### src/rtl/ppft_pkg.sv
// Shared definitions for the planar pose frame transform block.
// Holds width defaults, register index and operation codes, and the trig constants.
// No dependencies.
package ppft_pkg;

    localparam int COORD_WIDTH_DEF    = 32;
    localparam int ANGLE_WIDTH_DEF    = 16;
    localparam int TRIG_FRAC_BITS_DEF = 16;

    localparam int CFG_INDEX_WIDTH = 2;

    // Configuration register indexes
    localparam logic [CFG_INDEX_WIDTH-1:0] REG_FRAME_X       = 2'd0;
    localparam logic [CFG_INDEX_WIDTH-1:0] REG_FRAME_Y       = 2'd1;
    localparam logic [CFG_INDEX_WIDTH-1:0] REG_FRAME_HEADING = 2'd2;

    // Operation codes
    localparam logic OP_TO_WORLD = 1'b0;
    localparam logic OP_TO_LOCAL = 1'b1;

    // pi/2 and 1.0 in Q30
    localparam logic [30:0] HALF_PI_Q30 = 31'd1686629713;
    localparam logic [30:0] Q30_ONE     = 31'h4000_0000;

    // Horner series term indexes: sine runs 14 down to 2, cosine 13 down to 1
    localparam logic [3:0] K_SINE_FIRST = 4'd14;
    localparam logic [3:0] K_COS_FIRST  = 4'd13;
    localparam logic [3:0] K_LAST       = 4'd2;

    localparam logic [63:0] TWO_POW_32 = 64'h1_0000_0000;

    // Divisor k*(k+1) of one Horner step
    function automatic logic [7:0] horner_divisor(input logic [3:0] k);
        logic [7:0] k_ext;
        k_ext = {4'b0000, k};
        return 8'(k_ext * (k_ext + 8'd1));
    endfunction

    // Reciprocal floor(2^32 / (k*(k+1))) of one Horner step's divisor
    function automatic logic [31:0] horner_recip(input logic [3:0] k);
        logic [31:0] m;
        unique case (k)
            4'd1:    m = 32'(TWO_POW_32 / 64'd2);
            4'd2:    m = 32'(TWO_POW_32 / 64'd6);
            4'd3:    m = 32'(TWO_POW_32 / 64'd12);
            4'd4:    m = 32'(TWO_POW_32 / 64'd20);
            4'd5:    m = 32'(TWO_POW_32 / 64'd30);
            4'd6:    m = 32'(TWO_POW_32 / 64'd42);
            4'd7:    m = 32'(TWO_POW_32 / 64'd56);
            4'd8:    m = 32'(TWO_POW_32 / 64'd72);
            4'd9:    m = 32'(TWO_POW_32 / 64'd90);
            4'd10:   m = 32'(TWO_POW_32 / 64'd110);
            4'd11:   m = 32'(TWO_POW_32 / 64'd132);
            4'd12:   m = 32'(TWO_POW_32 / 64'd156);
            4'd13:   m = 32'(TWO_POW_32 / 64'd182);
            4'd14:   m = 32'(TWO_POW_32 / 64'd210);
            default: m = '0;
        endcase
        return m;
    endfunction

endpackage

### src/rtl/ppft_trig.sv
// Sine and cosine sequencer for the frame heading of the pose transform.
// Shares one 32x32 multiplier across all its steps; each Horner division is a reciprocal
// multiply with a one-step correction. Depends on ppft_pkg.
module ppft_trig #(
    parameter int ANGLE_WIDTH    = ppft_pkg::ANGLE_WIDTH_DEF,
    parameter int TRIG_FRAC_BITS = ppft_pkg::TRIG_FRAC_BITS_DEF
) (
    input  logic                             clk,
    input  logic                             rst_n,
    input  logic                             load,
    input  logic [ANGLE_WIDTH-1:0]           heading,
    output logic                             busy,
    output logic signed [TRIG_FRAC_BITS+1:0] cos_val,
    output logic signed [TRIG_FRAC_BITS+1:0] sin_val
);

    localparam int CSW       = TRIG_FRAC_BITS + 2;
    localparam int RND_SHIFT = 30 - TRIG_FRAC_BITS;
    localparam int PAD       = 32 - ANGLE_WIDTH;

    localparam logic [31:0] TRIG_HALF = 32'(1) << (RND_SHIFT - 1);
    localparam logic [63:0] Q30_HALF  = 64'h0000_0000_2000_0000;

    localparam logic [3:0] ST_IDLE   = 4'd0;
    localparam logic [3:0] ST_X_LO   = 4'd1;
    localparam logic [3:0] ST_X_HI   = 4'd2;
    localparam logic [3:0] ST_X_SUM  = 4'd3;
    localparam logic [3:0] ST_SQ_MUL = 4'd4;
    localparam logic [3:0] ST_SQ_RND = 4'd5;
    localparam logic [3:0] ST_H_MUL  = 4'd6;
    localparam logic [3:0] ST_H_RCP  = 4'd7;
    localparam logic [3:0] ST_H_CHK  = 4'd8;
    localparam logic [3:0] ST_H_FIX  = 4'd9;
    localparam logic [3:0] ST_H_UPD  = 4'd10;
    localparam logic [3:0] ST_S_MUL  = 4'd11;
    localparam logic [3:0] ST_S_RND  = 4'd12;
    localparam logic [3:0] ST_FINISH = 4'd13;

    localparam logic [1:0] QUAD_0 = 2'd0;
    localparam logic [1:0] QUAD_1 = 2'd1;
    localparam logic [1:0] QUAD_2 = 2'd2;
    localparam logic [1:0] QUAD_3 = 2'd3;

    logic [3:0]            state_reg, state_next;
    logic [1:0]            quad_reg, quad_next;
    logic [29:0]           r_reg, r_next;
    logic [45:0]           acc_reg, acc_next;
    logic [63:0]           mul_reg, mul_next;
    logic [30:0]           x_reg, x_next;
    logic [31:0]           x2_reg, x2_next;
    logic [30:0]           t_reg, t_next;
    logic [3:0]            k_reg, k_next;
    logic                  sine_phase_reg, sine_phase_next;
    logic [30:0]           sq_reg, sq_next;
    logic [31:0]           quo_reg, quo_next;
    logic [31:0]           dvd_reg, dvd_next;
    logic signed [CSW-1:0] cos_reg, cos_next;
    logic signed [CSW-1:0] sin_reg, sin_next;

    logic [31:0]    mul_a;
    logic [31:0]    mul_b;
    logic [63:0]    x_sum;
    logic [63:0]    x2_sum;
    logic [7:0]     divisor;
    logic [31:0]    recip;
    logic [31:0]    rem_est;
    logic           rem_ge;
    logic [31:0]    s_sum;
    logic [31:0]    c_sum;
    logic [CSW-1:0] s_pos;
    logic [CSW-1:0] c_pos;
    logic [CSW-1:0] s_neg;
    logic [CSW-1:0] c_neg;

    // Operand select for the shared multiplier
    always_comb
    begin
        unique case (state_reg)
            ST_X_LO:
            begin
                mul_a = {17'b0, r_reg[14:0]};
                mul_b = {1'b0, ppft_pkg::HALF_PI_Q30};
            end
            ST_X_HI:
            begin
                mul_a = {17'b0, r_reg[29:15]};
                mul_b = {1'b0, ppft_pkg::HALF_PI_Q30};
            end
            ST_SQ_MUL:
            begin
                mul_a = {1'b0, x_reg};
                mul_b = {1'b0, x_reg};
            end
            ST_H_MUL:
            begin
                mul_a = x2_reg;
                mul_b = {1'b0, t_reg};
            end
            ST_H_RCP:
            begin
                // Dividend times reciprocal: quotient estimate in the top word
                mul_a = mul_reg[61:30];
                mul_b = recip;
            end
            ST_H_CHK:
            begin
                // Estimate times divisor, to check the remainder
                mul_a = mul_reg[63:32];
                mul_b = {24'b0, divisor};
            end
            ST_S_MUL:
            begin
                mul_a = {1'b0, x_reg};
                mul_b = {1'b0, t_reg};
            end
            default:
            begin
                mul_a = '0;
                mul_b = '0;
            end
        endcase
        mul_next = {32'b0, mul_a} * {32'b0, mul_b};
    end

    assign x_sum   = 64'(acc_reg) + (mul_reg << 15) + Q30_HALF;
    assign x2_sum  = mul_reg + Q30_HALF;
    assign divisor = ppft_pkg::horner_divisor(k_reg);
    assign recip   = ppft_pkg::horner_recip(k_reg);
    // The estimate is never high and at most one low, so the remainder is below 2*divisor
    assign rem_est = dvd_reg - mul_reg[31:0];
    assign rem_ge  = (rem_est >= {24'b0, divisor});

    // Round Q30 results to the output fraction width
    assign s_sum = 32'(sq_reg) + TRIG_HALF;
    assign c_sum = 32'(t_reg) + TRIG_HALF;
    assign s_pos = {1'b0, s_sum[RND_SHIFT+TRIG_FRAC_BITS:RND_SHIFT]};
    assign c_pos = {1'b0, c_sum[RND_SHIFT+TRIG_FRAC_BITS:RND_SHIFT]};
    assign s_neg = CSW'(0) - s_pos;
    assign c_neg = CSW'(0) - c_pos;

    always_comb
    begin
        state_next      = state_reg;
        quad_next       = quad_reg;
        r_next          = r_reg;
        acc_next        = acc_reg;
        x_next          = x_reg;
        x2_next         = x2_reg;
        t_next          = t_reg;
        k_next          = k_reg;
        sine_phase_next = sine_phase_reg;
        sq_next         = sq_reg;
        quo_next        = quo_reg;
        dvd_next        = dvd_reg;
        cos_next        = cos_reg;
        sin_next        = sin_reg;
        if (load)
        begin
            // Restart on every heading write; scale the angle to a 32-bit turn
            state_next = ST_X_LO;
            quad_next  = heading[ANGLE_WIDTH-1:ANGLE_WIDTH-2];
            r_next     = {heading[ANGLE_WIDTH-3:0], {PAD{1'b0}}};
        end
        else
        begin
            unique case (state_reg)
                ST_IDLE:
                begin
                    state_next = ST_IDLE;
                end
                ST_X_LO:
                begin
                    state_next = ST_X_HI;
                end
                ST_X_HI:
                begin
                    acc_next   = mul_reg[45:0];
                    state_next = ST_X_SUM;
                end
                ST_X_SUM:
                begin
                    x_next     = x_sum[60:30];
                    state_next = ST_SQ_MUL;
                end
                ST_SQ_MUL:
                begin
                    state_next = ST_SQ_RND;
                end
                ST_SQ_RND:
                begin
                    x2_next         = x2_sum[61:30];
                    t_next          = ppft_pkg::Q30_ONE;
                    k_next          = ppft_pkg::K_SINE_FIRST;
                    sine_phase_next = 1'b1;
                    state_next      = ST_H_MUL;
                end
                ST_H_MUL:
                begin
                    state_next = ST_H_RCP;
                end
                ST_H_RCP:
                begin
                    dvd_next   = mul_reg[61:30];
                    state_next = ST_H_CHK;
                end
                ST_H_CHK:
                begin
                    quo_next   = mul_reg[63:32];
                    state_next = ST_H_FIX;
                end
                ST_H_FIX:
                begin
                    // Bump the estimate when a whole divisor is left over
                    if (rem_ge)
                    begin
                        quo_next = quo_reg + 32'd1;
                    end
                    state_next = ST_H_UPD;
                end
                ST_H_UPD:
                begin
                    if (quo_reg >= {1'b0, ppft_pkg::Q30_ONE})
                    begin
                        t_next = '0;
                    end
                    else
                    begin
                        t_next = 31'({1'b0, ppft_pkg::Q30_ONE} - quo_reg);
                    end
                    if (k_reg <= ppft_pkg::K_LAST)
                    begin
                        state_next = sine_phase_reg ? ST_S_MUL : ST_FINISH;
                    end
                    else
                    begin
                        k_next     = k_reg - 4'd2;
                        state_next = ST_H_MUL;
                    end
                end
                ST_S_MUL:
                begin
                    state_next = ST_S_RND;
                end
                ST_S_RND:
                begin
                    sq_next         = mul_reg[60:30];
                    t_next          = ppft_pkg::Q30_ONE;
                    k_next          = ppft_pkg::K_COS_FIRST;
                    sine_phase_next = 1'b0;
                    state_next      = ST_H_MUL;
                end
                ST_FINISH:
                begin
                    unique case (quad_reg)
                        QUAD_0:
                        begin
                            sin_next = s_pos;
                            cos_next = c_pos;
                        end
                        QUAD_1:
                        begin
                            sin_next = c_pos;
                            cos_next = s_neg;
                        end
                        QUAD_2:
                        begin
                            sin_next = s_neg;
                            cos_next = c_neg;
                        end
                        QUAD_3:
                        begin
                            sin_next = c_neg;
                            cos_next = s_pos;
                        end
                        default:
                        begin
                            sin_next = sin_reg;
                            cos_next = cos_reg;
                        end
                    endcase
                    state_next = ST_IDLE;
                end
                default:
                begin
                    state_next = ST_IDLE;
                end
            endcase
        end
    end

    always_ff @(posedge clk or negedge rst_n)
    begin
        if (!rst_n)
        begin
            state_reg <= ST_IDLE;
            cos_reg   <= CSW'(1) << TRIG_FRAC_BITS;
            sin_reg   <= '0;
        end
        else
        begin
            state_reg <= state_next;
            cos_reg   <= cos_next;
            sin_reg   <= sin_next;
        end
    end

    always_ff @(posedge clk)
    begin
        quad_reg       <= quad_next;
        r_reg          <= r_next;
        acc_reg        <= acc_next;
        mul_reg        <= mul_next;
        x_reg          <= x_next;
        x2_reg         <= x2_next;
        t_reg          <= t_next;
        k_reg          <= k_next;
        sine_phase_reg <= sine_phase_next;
        sq_reg         <= sq_next;
        quo_reg        <= quo_next;
        dvd_reg        <= dvd_next;
    end

    assign busy    = (state_reg != ST_IDLE);
    assign cos_val = cos_reg;
    assign sin_val = sin_reg;

endmodule

### config.mk
export PLATFORM = sky130hd
export DESIGN_NAME = ppft_trig
export DESIGN_NICKNAME = d
export VERILOG_FILES = /design/src/rtl/ppft_pkg.sv /design/src/rtl/ppft_trig.sv
export SDC_FILE = /design/constraint.sdc
export NUM_CORES = 2
export LEC_CHECK = 0
export BUFFER_PORTS_ARGS = -buffer_cell sky130_fd_sc_hd__buf_2
export CAP_MARGIN = 10
export CORE_UTILIZATION = 40
export DETAILED_ROUTE_END_ITERATION = 7
export RECOVER_POWER = 25
export SLEW_MARGIN = 20
export SYNTH_ARGS = -nofsm -noshare
export SYNTH_HDL_FRONTEND = slang
export SYNTH_SLANG_ARGS = --single-unit
### constraint.sdc
create_clock -name clk -period 12.1 [get_ports clk]
set_input_delay 2.42 -clock clk [delete_from_list [all_inputs] [get_ports clk]]
set_output_delay 2.42 -clock clk [all_outputs]
set_load 0.005 [all_outputs]
==> impl_metrics.env <==
export IMPL_outcome="complete, but fails checks"
export IMPL_violations="max-capacitance violations, max-slew violations"
export IMPL_chipHeight_um=368
export IMPL_clk_path_buf_depth=3
export IMPL_yosysSeqAreaShare_pct=18.0
export IMPL_yosys_top_cells_area="fa_1, edfxtp_1, ha_1"
export IMPL_cts_resized=0
export IMPL_p_leak_nw=25.2
export IMPL_cts_buffers_inserted=42
export IMPL_via_count=42200
export IMPL_internal_power_mw=3.13
export IMPL_port_buffers=55
export IMPL_cp_required_ns=12.58
export IMPL_post_route_cell_area_um2=57300
export IMPL_drtIter0Drc=4176
export IMPL_worst_endpoint_arrival_ns=11.75
export IMPL_grt_pass1_wl_mm=272
export IMPL_drive_gt1_share_pct=5.43
export IMPL_cts_hold_buffers_added=0
export IMPL_power_mw=5.66
export IMPL_area_delta_synth_final_pct=7.04
export IMPL_max_stage_delay_ns=0.60
export IMPL_clockPowerShare_pct=22.9
export IMPL_slew_violations=105
export IMPL_combPwrFrac_pct=46.7
export IMPL_antenna_found_initial=8
export IMPL_place_area_um2=55900
export IMPL_cts_sink_count=357
export IMPL_fin_crit_ns=11.27
export IMPL_slowest_stage="and4_1"
export IMPL_cap_violations=2
export IMPL_cts_tree="yes"
export IMPL_relSlewSlack_pct=-80.5
export IMPL_gp_congestion=0.987
export IMPL_pwr_share_seq_pct=30.3
export IMPL_largest_reg_flops=64
export IMPL_pwr_density_cell_nw_per_um2=98.9
export IMPL_switchingPower_mw=2.54
export IMPL_worst_path_max_fanout=10
export IMPL_timing_fmax_ghz=0.0887
export IMPL_critical_path_class="flip-flop to flip-flop"
export IMPL_die_area_um2=135000
export IMPL_gr_total_overflow=0
export IMPL_worstReg2RegEnd="mul_reg[63]"
export IMPL_end_kind="flip-flop"
export IMPL_ys_async_sr_fraction_pct=11.2
export IMPL_dr_pass1_iters=7
export IMPL_reg2reg_depth=37
export IMPL_viasPerCell=5.48
export IMPL_crit_top_cell="fa_1"
export IMPL_netlist_area_leader_share_pct=33.8
export IMPL_syn_area_um2=53500
export IMPL_r2r_slack_ns=0.83
export IMPL_setup_tns_ns=0
export IMPL_min_to="sin_val[8]"
export IMPL_root_buffer="clkbuf_16"
export IMPL_drc_errors=0
export IMPL_worst_slew_pin_slew_ns=2.71
export IMPL_yosys_cell_types_count=102
export IMPL_h_tree_depth=2
export IMPL_hold_viol=0
export IMPL_yosys_area_top_type="fa_1"
export IMPL_dp_hpwl_mm=142
export IMPL_die_width_um=368
export IMPL_avgSynthCellArea_um2=8.92
export IMPL_hold_slack_ns=0.471
export IMPL_n_fill_cell=13100
export IMPL_nNetsFinal=7225
export IMPL_ff_latch_area_um2=9630
export IMPL_clock_skew_ns=0.0435
export IMPL_cp_start_kind="flip-flop"
export IMPL_holdCritStartpoint="sin_val[8]"
export IMPL_core_area_um2=132000
export IMPL_rsz0062_at_grt="false"
export IMPL_final_antenna_net_count=0
export IMPL_grt_pass1_vias=43200
export IMPL_post_cts_repair_setup_buffers=0
export IMPL_insertion_delay_ns=0.60
export IMPL_grt_start_max_net_pins=67
export IMPL_period_share_pct=93.2
export IMPL_ys_ff_latch=357
export IMPL_start_util_pct=40.5
export IMPL_vdd_ir_drop_max_v=0.000122
export IMPL_multi_input_area_um2=38900
export IMPL_worstHoldPathType="flip-flop to flip-flop"
export IMPL_num_io_pins=56
export IMPL_n_antenna_cell=0
export IMPL_setup_violations=0
export IMPL_worstReg2RegStart="k_reg[1]"
export IMPL_synth_main_ff_cell="edfxtp_1"
export IMPL_switching_share_pct=44.8
export IMPL_syn_instance_count=6000
export IMPL_post_drt_wl_per_cell_um=23.2
export IMPL_min_path_cells=2
export IMPL_synth_net_count=7315
export IMPL_grtUsageTotal_pct=26.7
export IMPL_synth_edff_count=228
export IMPL_wl_mm=179
export IMPL_ys_warnings_count=0
export IMPL_path_clk_slew_ns=0.06
export IMPL_num_rows=133
## critical path: cells and delay by family (launching register included)
| kind | cells | cell delay, ns |
|---|---|---|
| AO/OA/AOI/OAI | 9 | 2.01 |
| XOR/XNOR | 2 | 0.38 |
| adder cells (fa/ha/maj) | 14 | 6.53 |
| buffers and inverters | 7 | 0.37 |
| flip-flops | 1 | 0.52 |
| AND/OR/NAND/NOR | 5 | 1.34 |
## cell usage after synthesis (6+ instances only)
cell      count
fa_1        903
a221o_1       8
xor2_1      115
o22ai_1       6
o21ai_1      11
nor4_1       15
a31oi_1      41
nand4_1      62
o21ai_0     128
a221oi_1      8
nand2_1    1036
inv_1      1023
dfrtp_1      39
nand2b_1     37
a21o_1       83
a211oi_1     14
a21boi_0     10
a41oi_1       6
nor2b_1      15
and3_1       39
edfxtp_1    228
or2_2         8
o21a_1       23
nor2_1      548
a21oi_1     207
and2_1       45
dfxtp_1      89
mux2i_1      17
nor3_1       58
xnor2_1     140
nand3_1      82
or3_1         9
buf_2        49
o21bai_1     14
o31ai_1       8
and4_1       33
a22oi_1      48
o211ai_1     16
ha_1        393
buf_1        10
clkbuf_1    257
## cell usage in the layout, fill, tap and decap left out, drive strengths merged, types with 82 or more instances in the layout
master,synthesis,final
o21ai,139,139
fa,903,903
nor2,550,550
nand2,1036,1036
a21oi,208,208
dfxtp,89,89
a21o,83,83
edfxtp,228,228
buf,63,173
xnor2,141,141
inv,1025,1027
nand3,82,82
xor2,115,115
ha,393,393
## area by class of cell
class / count / share of cell area [%]
flip-flops and latches: 357 / 16.8
inverters: 1026 / 6.72
repair buffers: 189 / 2.24
clock inverters: 15 / 0.205
well taps: 1755 / 3.83
clock buffers: 63 / 2.28
multi-input cells: 4294 / 67.9
## stage by stage
step / setup slack [ns] / util (%) / instances
2_1_floorplan: 1.89 / - / 6000
3_3_place_gp: 0.997 / 42.3 / 7619
3_5_place_dp: 0.870 / 42.3 / 7621
4_1_cts: 0.839 / 43.4 / 7699
5_1_grt: 0.179 / 43.3 / 7699
6_report: 0.825 / 43.3 / 7699
## per-layer routing
metal | part of all wire, % | track usage [%]
met3 | 9.1 | 5.07
met4 | 4.3 | 9.93
met2 | 44 | 41.1
met5 | 0.026 | 0
met1 | 42 | 37.4
## power groups by stage
stage          combinational (mW)  clock (mW)  sequential, mW
2_1_floorplan                1.78           0            1.54
3_3_place_gp                 2.57           0            1.73
3_5_place_dp                 2.58           0            1.73
4_1_cts                      2.62        1.32            1.71
5_1_grt                      2.91        1.36            1.72
6_report                     2.65        1.30            1.72
## kinds of logic (layout without fill, tap and decap cells)
logic type	Yosys count	after routing	share of synthesized area, %
adder cells (fa/ha/maj)	1296	1296	43.0
AND/OR/NAND/NOR	2028	2028	16.4
AO/OA/AOI/OAI	693	693	8.31
buffers and inverters	1349	1293	9.66
flip-flops	357	357	18.0
multiplexers	21	21	0.423
XOR/XNOR	256	256	4.23
## how the worst max path moves through the flow
| stage | startpoint | to | slack [ns] | cells past startpoint |
|---|---|---|---|---|
| after floorplan | k_reg[1] | mul_reg[56] | 1.89 | 40 |
| after CTS | k_reg[1] | mul_reg[63] | 0.84 | 37 |
| after global placement | k_reg[1] | mul_reg[63] | 1.0 | 37 |
| after global routing | k_reg[1] | mul_reg[63] | 0.18 | 37 |
| after detailed placement | k_reg[1] | mul_reg[63] | 0.87 | 37 |
| final | k_reg[1] | mul_reg[63] | 0.83 | 37 |
(Power assumes the default switching activity.)
